[src/sv/tlepc_ram.sv]
`timescale 1ns / 1ps
// ----------------------------------------------------------------------------
// tlepc_ram
// Generic single-write, single-read synchronous RAM with registered read.
// ----------------------------------------------------------------------------
module tlepc_ram #(
  parameter int unsigned WIDTH = 8,
  parameter int unsigned DEPTH = 16
) (
  input  logic                     clk_i,
  input  logic                     we_i,
  input  logic [$clog2(DEPTH)-1:0] waddr_i,
  input  logic [WIDTH-1:0]         wdata_i,
  input  logic                     re_i,
  input  logic [$clog2(DEPTH)-1:0] raddr_i,
  output logic [WIDTH-1:0]         rdata_o
);

  logic [WIDTH-1:0] mem_q [DEPTH];
  logic [WIDTH-1:0] rdata_q;

  always_ff @(posedge clk_i) begin
    if (we_i) begin
      mem_q[waddr_i] <= wdata_i;
    end
    if (re_i) begin
      rdata_q <= mem_q[raddr_i];
    end
  end

  assign rdata_o = rdata_q;

endmodule

[config.mk]
export PLATFORM = sky130hd
export DESIGN_NAME = tlepc_ram
export DESIGN_NICKNAME = d
export VERILOG_FILES = /design/src/sv/tlepc_ram.sv
export SDC_FILE = /design/constraint.sdc
export NUM_CORES = 1
export LEC_CHECK = 0
export BUFFER_PORTS_ARGS = -buffer_cell sky130_fd_sc_hd__buf_4
export CORE_MARGIN = 10
export CORE_UTILIZATION = 40
export DETAILED_ROUTE_END_ITERATION = 7
export GPL_ROUTABILITY_DRIVEN = 1
export PLACE_DENSITY = 0.58
export SETUP_SLACK_MARGIN = 0.05
export SLEW_MARGIN = 20
export SYNTH_ARGS = -nofsm -noshare
export SYNTH_HDL_FRONTEND = slang
export SYNTH_SLANG_ARGS = --single-unit
[constraint.sdc]
create_clock -name clk_i -period 3.7 [get_ports clk_i]
set_clock_uncertainty 0.1 [all_clocks]
set_input_delay 0.185 -clock clk_i [delete_from_list [all_inputs] [get_ports clk_i]]
set_output_delay 0.185 -clock clk_i [all_outputs]
set_load 0.005 [all_outputs]
==> out/results.tsv, run 1 <==
stage	metric	value	unit
detailed_routing	Vias/cell	5.21	
yosys	Syn Nets	248	
placement	placed cell count	419	
yosys	Synth Area per Inst	22.8	um2
power	Final Total Pwr	3.60	mW
floorplan	Starting Density	41.1	%
timing	final hold viol count	0	
detailed_routing	routed wire length per instance	22.4	um
detailed_routing	metal2 WL	4.94	mm
worst_setup_path	Largest delay share family, worst path	multiplexers	
grt	initial antenna violation count	0	
power	Logic pwr share	4.6	%
worst_setup_path	CP peak stage delay	0.66	ns
timing	min Tclk post-route	1.71	ns
finish	commonest non-fill, non-tap cells in the layout	edfxtp_1 (136), buf_4 (28), mux4_2 (18)	
cts	CTS tree	done	
yosys	post-synthesis register bit count	136	
worst_setup_path	Critical Path Slowest Stage Cell	mux4_1	
grt	first-pass GRT wire length	15.4	mm
worst_setup_path	WP data arrival	1.75	ns
finish	ANT cells	0	
detailed_routing	remaining routing DRC violations	0	
worst_setup_path	Crit Path Max Fanout	32	
detailed_routing	antenna-violating nets left	0	
floorplan	die height	134	um
power	Psw	679	uW
worst_setup_path	r2r worst-path depth	3	
grt	gr ovfl total	0	
floorplan	standard-cell rows	41	
yosys	Mapped Area	5230	um2
finish	fill count	1042	
cts	post-CTS sizing	0	
power	Power Dens Cells	577	nW/um2
timing	worst-margin pin slew	0.947	ns
timing	RSZ-0062 raised after global routing	false	
power	Reg power frac	48.5	%
run_status	status	completed	
yosys	Distinct cells, synth	18	
worst_setup_path	Crit Path Class	input port to flop	
cts	CTS Buf Count	17	
detailed_routing	Routed WL	10.2	mm
detailed_routing	DR vias	2381	
detailed_routing	Starting DRT DRC Count	257	
timing	Tcrit/Tclk final	46.2	%
worst_setup_path	Worst path depth	4	
floorplan	core area	12700	um2
detailed_routing	M1 WL	4.57	mm
floorplan	I/O Pins	27	
timing	worst hold slack	0.0139	ns
floorplan	die width	134	um
cts	Clock Sinks	136	
power	Switching Fraction	18.9	%
worst_hold_path	Min-Delay Path Class	input port to flop	
worst_setup_path	Worst R2R Start	mem_q[2][0]	
finish	Finished Layout Cells	457	
cts	Root Driver	clkbuf_16	
yosys	yosys warns	0	
detailed_routing	metal3 WL	530	um
cts	htree depth	4	
power	static leakage	2.06	nW
worst_setup_path	Worst EP required	3.74	ns
finish	commonest non-fill, non-tap cell in the layout	edfxtp_1	
finish	Area Growth Syn to Fin	19.3	%
worst_setup_path	CP cell instances	buf_4 -> mux4_1 -> a22oi_1 -> nand2_1	
yosys	Synth Instances	229	
cts	Clock Pin Slew Worst Setup and Hold Paths	0.05	ns
cts	worst-skew pair later-pin latency	0.40	ns
detailed_routing	Highest Signal Layer	met4	
grt	largest net degree at the start of global routing	33	
power	P_int	2.92	mW
grt	number of global-route vias before repair	2480	
grt	all-layer global routing usage	11.8	%
finish	Final #Nets	292	
timing	Fmax	585	MHz
power	maximum VDD drop	324	uV
worst_setup_path	CP endpoint	rdata_o[0]	
yosys	sequential-to-total area share from yosys stat	78.1	%
timing	Setup TNS Final	0	ns
timing	Worst slew margin	36.6	%
worst_setup_path	CP Capture Type	flop	
worst_setup_path	flop2flop setup slack	2.06	ns
floorplan	die area	18000	um2
placement	Placer Congestion	0.728	
worst_setup_path	critical path buffer and inverter count	1	
flow_run	max cap viols	0	
worst_setup_path	R2R Path End	rdata_o[0]	
worst_setup_path	startpoint class of the critical path	input port	
placement	hpwl dp	6.38	mm
finish	layout cells sized above 1	26.0	%
power	Clk network pwr share	46.9	%
placement	count of buffers from port buffering	26	
detailed_routing	First-pass DRT Iterations	4	
cts	clock buffer depth	2	
timing	Finish-stage setup viols	0	
worst_setup_path	CP Launch Point	raddr_i[0]	
timing	Slew Viols, Final	0	
metal layers:
layer / GRT usage, % / vias to the layer above
met2: 18.1 / 75
met3: 2.88 / 12
met1: 15.3 / 1226
met4: 5.99 / 0
met5: 0 / -
li1: - / 1068
state kept, by name, summed over array words and instances, names as in the netlist:
register and count:
mem_q 128, rdata_o 8
power groups by stage:
stage	clock, mW	combinational, mW	sequential, mW
3_5_place_dp	0	0.162	1.78
4_1_cts	1.70	0.169	1.75
6_report	1.69	0.165	1.75
2_1_floorplan	0	0.0876	1.78
3_3_place_gp	0	0.159	1.78
5_1_grt	1.77	0.181	1.75
worst min-delay path by stage:
stage / slack [ns] / to / startpoint / depth (start not counted)
CTS: 0.008 / mem_q[5][7] / wdata_i[7] / 1
floorplan: 0.18 / mem_q[0][0] / wdata_i[0] / 0
global route: 0.01 / mem_q[5][7] / wdata_i[7] / 1
finish: 0.01 / mem_q[5][7] / wdata_i[7] / 1
detailed placement: 0.40 / mem_q[5][6] / wdata_i[6] / 1
global placement: 0.39 / mem_q[6][6] / wdata_i[6] / 1
synth_stat cells (all sizes together):
cell / count / area [um2]
clkdlybuf4s25: 3 / 30.0
or3b: 1 / 8.76
nor3: 4 / 20.0
nand3: 1 / 5.00
nor2b: 1 / 6.26
edfxtp: 136 / 4080
nand2b: 2 / 12.5
nor2: 13 / 48.8
buf: 7 / 56.3
nand3b: 2 / 15.0
nand2: 9 / 33.8
and2: 1 / 6.26
a22oi: 16 / 120
and2b: 1 / 7.51
mux4: 32 / 773
cell type report:
type                            instances  area (um2)  share of cell area [%]
Sequential cell                       136        4080                    65.5
Multi-Input combinational cell         83        1070                    17.1
Clock buffer                           19         433                    6.94
Timing Repair Buffer                   35         280                    4.49
Tap cell                              172         215                    3.45
Clock inverter                         12         158                    2.53
cells by family after synthesis:
logic type,Yosys count,share of synthesized area (%)
DFF,136,78.1
muxes,32,14.8
and+or+nand+nor,35,3.14
AOI/OAI and AO/OA,16,2.30
buffers and inverters,10,1.65
worst reg2reg max path, stage by stage (launching register included):
cell and delay, ns:
edfxtp_1 0.36, mux4_1 0.50, a22oi_1 0.31, nand2_1 0.12
metrics by stage:
step | util (%) | setup slack (ns) | instance area [um2]
3_3_place_gp | 43.8 | 1.56 | 5570
2_1_floorplan | - | 1.92 | 5230
5_1_grt | 49.0 | 1.84 | 6240
4_1_cts | 49.0 | 1.99 | 6240
3_5_place_dp | 43.8 | 1.56 | 5580
6_report | 49.0 | 1.99 | 6240
repair_timing:
item	4_1_cts	5_1_grt
endpoints found under the hold margin	104	0
hold buffers	7	0
setup buffers	0	0
Note: power is estimated with default switching activity, not from simulation.
==> run 2: changes to the inputs <==
- PLACE_DENSITY: 0.58 -> 0.6
- clock period: 3.7 -> 1.5 ns (I/O delays scaled with it)
==> run 2 against run 1 <==
Net effect: the flow now finishes with violations (negative setup slack); sequential share of layout area is 2.7 points lower; global-route usage rose by 0.12 points; routed wire length is 0.57% lower; core utilization is 2.1 points higher; critical path type is now flop to flop.
==> out/results.tsv, run 2 (same netlist as run 1, synthesis figures left out) <==
stage	metric	value	unit	change
run_status	status	complete, but fails checks		was completed
run_status	failing checks	negative setup slack		
worst_setup_path	Worst EP required	1.56	ns	was 3.74 ns
timing	Tcrit/Tclk final	102	%	
grt	initial antenna violation count	0		unchanged
power	static leakage	2.17	nW	was 2.06 nW
grt	gr ovfl total	0		unchanged
power	Clk network pwr share	45.8	%	was 46.9%
grt	number of global-route vias before repair	2631		was 2,480
cts	Post-CTS Setup Inserts	0		unchanged
placement	count of buffers from port buffering	26		unchanged
timing	Worst slew margin	38.7	%	was 36.6%
worst_setup_path	flop2flop setup slack	-0.02	ns	was 2.06 ns
power	Reg power frac	48.7	%	was 48.5%
worst_hold_path	Min-Delay Path Class	input port to flop		unchanged
floorplan	Starting Density	41.1	%	unchanged
detailed_routing	remaining routing DRC violations	0		unchanged
worst_setup_path	CP Capture Type	flop		unchanged
finish	commonest non-fill, non-tap cell in the layout	edfxtp_1		unchanged
finish	layout cells sized above 1	40.0	%	was 26.0%
worst_setup_path	R2R Path End	rdata_o[3]		was rdata_o[0]
timing	Fmax	656	MHz	
worst_setup_path	Worst R2R Start	mem_q[0][3]		was mem_q[2][0]
cts	CTS tree	done		unchanged
worst_setup_path	Worst path depth	3		was 4
finish	ANT cells	0		unchanged
detailed_routing	Vias/cell	5.16		was 5.21
placement	Placer Congestion	0.743		was 0.728
cts	htree depth	4		unchanged
finish	Final #Nets	316		was 292
finish	Finished Layout Cells	482		was 457
placement	hpwl dp	6.74	mm	was 6.38 mm
worst_setup_path	CP cell instances	mux4_2 -> a22oi_2 -> nand2_1		was buf_4 -> mux4_1 -> a22oi_1 -> nand2_1
finish	Area Growth Syn to Fin	24.4	%	was 19.3%
detailed_routing	Starting DRT DRC Count	282		was 257
grt	largest net degree at the start of global routing	21		was 33
timing	Finish-stage setup viols	3		was 0
power	maximum VDD drop	770	uV	was 324 uV
cts	Clock Sinks	136		unchanged
detailed_routing	routed wire length per instance	21.1	um	was 22.4 um
timing	min Tclk post-route	1.52	ns	
detailed_routing	First-pass DRT Iterations	4		unchanged
flow_run	max cap viols	0		unchanged
floorplan	die area	18000	um2	unchanged
cts	clock buffer depth	2		unchanged
placement	dpl cell area	5810	um2	was 5580 um2
finish	Top reg by flops	mem_q		unchanged
worst_setup_path	CP peak stage delay	0.47	ns	was 0.66 ns
cts	Root Driver	clkbuf_16		unchanged
floorplan	I/O Pins	27		unchanged
worst_setup_path	Largest delay share family, worst path	multiplexers		unchanged
cts	Clock Pin Slew Worst Setup and Hold Paths	0.06	ns	was 0.05 ns
finish	post-route cell area	6500	um2	was 6240 um2
grt	first-pass GRT wire length	15.7	mm	was 15.4 mm
worst_setup_path	CP Launch Point	mem_q[0][3]		was raddr_i[0]
detailed_routing	DR vias	2487		was 2,381
power	Switching Fraction	20.7	%	was 18.9%
placement	placed cell count	441		was 419
worst_setup_path	Critical Path Slowest Stage Cell	mux4_2		was mux4_1
timing	Setup TNS Final	-0.0514	ns	was 0 ns
worst_setup_path	WP data arrival	1.58	ns	was 1.75 ns
finish	fill count	1061		was 1,042
cts	CTS Buf Count	17		unchanged
worst_setup_path	r2r worst-path depth	3		unchanged
floorplan	standard-cell rows	41		unchanged
worst_setup_path	Crit Path Class	flop to flop		was input port to flop
worst_setup_path	startpoint class of the critical path	flop		was input port
floorplan	die width	134	um	unchanged
worst_setup_path	Crit Path Max Fanout	1		was 32
timing	final hold viol count	0		unchanged
power	P_int	7.00	mW	was 2.92 mW
timing	RSZ-0062 raised after global routing	true		was false
finish	max FFs per register	128		unchanged
timing	worst-margin pin slew	0.918	ns	was 0.947 ns
worst_setup_path	CP endpoint	rdata_o[3]		was rdata_o[0]
timing	setup ws final	-0.0232	ns	was 1.99 ns
power	Logic pwr share	5.4	%	was 4.6%
detailed_routing	Routed WL	10.2	mm	about the same
floorplan	core area	12700	um2	unchanged
power	Psw	1.83	mW	was 679 uW
power	Power Dens Cells	1360	nW/um2	was 577 nW/um2
power	Final Total Pwr	8.84	mW	was 3.60 mW
timing	Slew Viols, Final	0		unchanged
detailed_routing	antenna-violating nets left	0		unchanged
finish	commonest non-fill, non-tap cells in the layout	edfxtp_1 (136), buf_4 (44), mux4_2 (30)		was edfxtp_1 (136), buf_4 (28), mux4_2 (18)
worst_setup_path	critical path buffer and inverter count	0		was 1
floorplan	die height	134	um	unchanged
cts	worst-skew pair later-pin latency	0.41	ns	was 0.40 ns
grt	all-layer global routing usage	12.0	%	was 11.8%
==> run 2: changes by cell type in the layout (fill, tap and decap cells not counted), moves of 6 or more <==
cell     previous run  this run
buf_12              0         6
buf_4              28        44
mux4_2             18        30
a22oi_2             0        11
mux4_1             14         2
a22oi_1            16         5
==> run 2: worst min-delay path: stages <==
cell and delay [ns]:
buf_4 0.12, nor3_2 0.05, buf_4 0.17
==> run 2: metal layers <==
metal | track usage, % | share of wire, % | wire [um] | up-vias
li1 | - | - | - | 1105
met1 | 15.8 | 44 | 4450 | 1300
met2 | 18.0 | 49 | 5030 | 74
met3 | 3.14 | 5.5 | 554 | 8
met4 | 5.62 | 1.2 | 123 | 0
met5 | 0 | 0 | 0 | -
==> run 2: power groups by stage <==
stage          Sequential, mW  Combinational, mW  Clock [mW]
4_1_cts                  4.31              0.484        4.14
2_1_floorplan            4.38              0.219           0
5_1_grt                  4.31              0.523        4.33
3_3_place_gp             4.38              0.436           0
6_report                 4.31              0.481        4.05
3_5_place_dp             4.39              0.443           0
==> run 2: worst min path at each step <==
stage | from | end | slack [ns] | cells after the start
after detailed placement | wdata_i[0] | mem_q[5][0] | 0.29 | 1
final | waddr_i[1] | mem_q[0][3] | 0.08 | 3
after global placement | wdata_i[0] | mem_q[6][0] | 0.28 | 1
after global routing | waddr_i[1] | mem_q[0][3] | 0.08 | 3
after CTS | waddr_i[1] | mem_q[0][3] | 0.07 | 3
after floorplan | wdata_i[0] | mem_q[0][0] | 0.07 | 0
==> run 2: timing repair <==
| action | in CTS | in global routing |
|---|---|---|
| gates resized for setup | 18 | 5 |
| pin swaps | 9 | 3 |
| hold buffers | 9 | 0 |
| setup endpoints to repair | 8 | 8 |
| hold endpoints to repair | 136 | 0 |
| gates cloned | 0 | 0 |
==> run 2: area by class of cell <==
type	instances	area [um2]	area share (%)
well taps	172	215	3.31
clock buffers	17	425	6.54
multi-input cells	83	1070	16.5
flip-flops and latches	136	4080	62.8
clock inverters	15	166	2.56
repair buffers	59	541	8.31
==> run 2: through the flow <==
| step | hold WS [ns] | utilization (%) | setup slack (ns) |
|---|---|---|---|
| finish | 0.0829 | 51.1 | -0.0232 |
| global route | 0.0811 | 51.1 | -0.0557 |
| CTS | 0.0685 | 51.0 | -0.0213 |
| detailed placement | 0.292 | 45.7 | -0.242 |
| global placement | 0.282 | 45.7 | -0.243 |
| floorplan | 0.0739 | - | 0.0490 |
==> run 3: changes to the inputs <==
- CORE_UTILIZATION: 40 -> 49
- PLACE_DENSITY: 0.6 -> 0.71
==> run 3 against run 2 <==
Net effect: critical endpoint is now rdata_o[6]; sequential share of layout area up 0.12 points; core utilization rose by 11 points; sequential power is essentially flat; worst hold slack better by 0.0055 ns; cell area shrank 0.19%; clock-buffer cell count grew 1; fmax up 2.2%; flip-flop and latch count is the same; the flow now finishes without violations; via count decreased by 0.48%.
==> out/results.tsv, run 3 (same netlist as run 1, synthesis figures left out) <==
stage	metric	value	unit	change
grt	gr ovfl total	0		unchanged
worst_setup_path	Crit Path Class	flop to flop		unchanged
placement	hpwl dp	6.56	mm	was 6.74 mm
cts	Root Driver	clkbuf_8		was clkbuf_16
detailed_routing	M1 WL	4.01	mm	was 4.45 mm
finish	Area Growth Syn to Fin	24.2	%	was 24.4%
finish	commonest non-fill, non-tap cell in the layout	edfxtp_1		unchanged
floorplan	die height	123	um	was 134 um
detailed_routing	Routed WL	9.81	mm	was 10.2 mm
finish	layout cells sized above 1	40.7	%	was 40.0%
floorplan	Starting Density	50.4	%	was 41.1%
power	Logic pwr share	5.3	%	was 5.4%
finish	ANT cells	0		unchanged
detailed_routing	Vias/cell	5.52		was 5.16
detailed_routing	routed wire length per instance	21.9	um	was 21.1 um
grt	first-pass GRT wire length	15.7	mm	unchanged
worst_hold_path	worst hold endpoint	rdata_o[2]		was mem_q[0][3]
detailed_routing	Highest Signal Layer	met4		unchanged
grt	largest net degree at the start of global routing	17		was 21
timing	Slew Viols, Final	0		unchanged
timing	Worst slew margin	36.1	%	was 38.7%
detailed_routing	First-pass DRT Iterations	4		unchanged
detailed_routing	Starting DRT DRC Count	211		was 282
placement	Placer Congestion	0.693		was 0.743
worst_setup_path	startpoint class of the critical path	flop		unchanged
grt	initial antenna violation count	0		unchanged
run_status	status	completed		was complete, but fails checks
power	P_int	7.37	mW	was 7.00 mW
timing	Fmax	671	MHz	was 656 MHz
worst_hold_path	hold wc startpoint	raddr_i[1]		was waddr_i[1]
worst_hold_path	hold path depth	4		was 3
floorplan	die width	123	um	was 134 um
power	static leakage	2.17	nW	about the same
floorplan	I/O Pins	27		unchanged
worst_hold_path	Min-Delay Path Class	input port to flop		unchanged
grt	number of global-route vias before repair	2703		was 2,631
worst_setup_path	flop2flop setup slack	0.009	ns	was -0.02 ns
finish	max FFs per register	128		unchanged
finish	Finished Layout Cells	448		was 482
worst_setup_path	Crit Path Max Fanout	1		unchanged
cts	CTS tree	done		unchanged
detailed_routing	remaining routing DRC violations	0		unchanged
cts	CTS Buf Count	17		unchanged
power	maximum VDD drop	649	uV	was 770 uV
power	Final Total Pwr	9.07	mW	was 8.84 mW
floorplan	die area	15200	um2	was 18,000 um2
grt	all-layer global routing usage	14.3	%	was 12.0%
timing	worst hold slack	0.0883	ns	was 0.0829 ns
power	Psw	1.70	mW	was 1.83 mW
cts	Clock Pin Slew Worst Setup and Hold Paths	0.06	ns	about the same
power	Clk network pwr share	47.2	%	was 45.8%
cts	Post-CTS Setup Inserts	0		unchanged
power	Power Dens Cells	1400	nW/um2	was 1360 nW/um2
timing	Tcrit/Tclk final	99.4	%	was 102%
finish	commonest non-fill, non-tap cells in the layout	edfxtp_1 (136), buf_4 (46), mux4_2 (31)		was edfxtp_1 (136), buf_4 (44), mux4_2 (30)
timing	final hold viol count	0		unchanged
detailed_routing	metal2 WL	4.93	mm	was 5.03 mm
placement	Post-Place Worst Slack	-0.264	ns	was -0.242 ns
floorplan	core area	10400	um2	was 12,700 um2
power	Switching Fraction	18.8	%	was 20.7%
timing	Finish-stage setup viols	0		was 3
timing	setup ws final	0.00949	ns	was -0.0232 ns
detailed_routing	antenna-violating nets left	0		unchanged
finish	Final #Nets	318		was 316
placement	count of buffers from port buffering	26		unchanged
cts	Clock Sinks	136		unchanged
floorplan	standard-cell rows	37		was 41
timing	RSZ-0062 raised after global routing	true		unchanged
worst_setup_path	r2r worst-path depth	3		unchanged
worst_setup_path	Worst EP required	1.66	ns	was 1.56 ns
worst_setup_path	Worst R2R Start	mem_q[3][6]		was mem_q[0][3]
placement	placed cell count	405		was 441
power	Reg power frac	47.5	%	was 48.7%
detailed_routing	metal3 WL	696	um	was 554 um
worst_setup_path	WP data arrival	1.65	ns	was 1.58 ns
finish	Top reg by flops	mem_q		unchanged
timing	min Tclk post-route	1.49	ns	was 1.52 ns
finish	Finished Core Util	62.6	%	was 51.1%
worst_setup_path	CP Capture Type	flop		unchanged
cts	htree depth	4		unchanged
detailed_routing	DR vias	2475		was 2,487
cts	worst-skew pair later-pin latency	0.51	ns	was 0.41 ns
timing	worst-margin pin slew	0.955	ns	was 0.918 ns
cts	clock buffer depth	2		unchanged
worst_setup_path	R2R Path End	rdata_o[6]		was rdata_o[3]
flow_run	max cap viols	0		unchanged
## run 3: stage by stage
step,area [um2],setup TNS [ns]
2_1_floorplan,5240,0
5_1_grt,6490,-0.228
3_5_place_dp,5740,-1.51
3_3_place_gp,5740,-1.22
4_1_cts,6480,0
6_report,6490,0
## run 3: cell type report
cell class	count	area, um2
flip-flops and latches	136	4080
clock buffers	18	418
well taps	136	170
fillers	708	3880
repair buffers	61	536
clock inverters	14	205
multi-input cells	83	1080
## run 3: power by group through the flow
stage          Clock, mW  Combinational [mW]  Sequential, mW
3_5_place_dp           0               0.431            4.39
3_3_place_gp           0               0.421            4.38
6_report            4.28               0.477            4.31
5_1_grt             4.53               0.522            4.32
4_1_cts             4.36               0.481            4.31
2_1_floorplan          0               0.219            4.38
## run 3: worst max-delay path by stage
stage,start,endpoint,slack (ns),cells after the start
global route,mem_q[3][4],rdata_o[4],-0.05,3
CTS,mem_q[3][4],rdata_o[4],0.004,3
global placement,raddr_i[0],rdata_o[1],-0.20,5
detailed placement,raddr_i[0],rdata_o[1],-0.26,5
finish,mem_q[3][6],rdata_o[6],0.009,3
floorplan,raddr_i[0],rdata_o[1],0.05,5
## run 3: critical path, cell delays in order (launching register included)
cell,delay [ns]
edfxtp_1,0.37
mux4_2,0.48
a22oi_2,0.21
nand2_1,0.08
## run 3: routing by layer
metal / vias to the layer above / GRT usage (%)
met5: - / 0
met1: 1259 / 18.7
met3: 16 / 4.33
met2: 90 / 21.8
met4: 0 / 6.48
li1: 1110 / -
## run 3: timing repair
| action | CTS | global route |
|---|---|---|
| gates resized for setup | 21 | 5 |
| pin swaps | 11 | 2 |
| endpoints found under the hold margin | 168 | 0 |
| endpoints found under the setup margin | 8 | 8 |
| hold buffers | 11 | 0 |
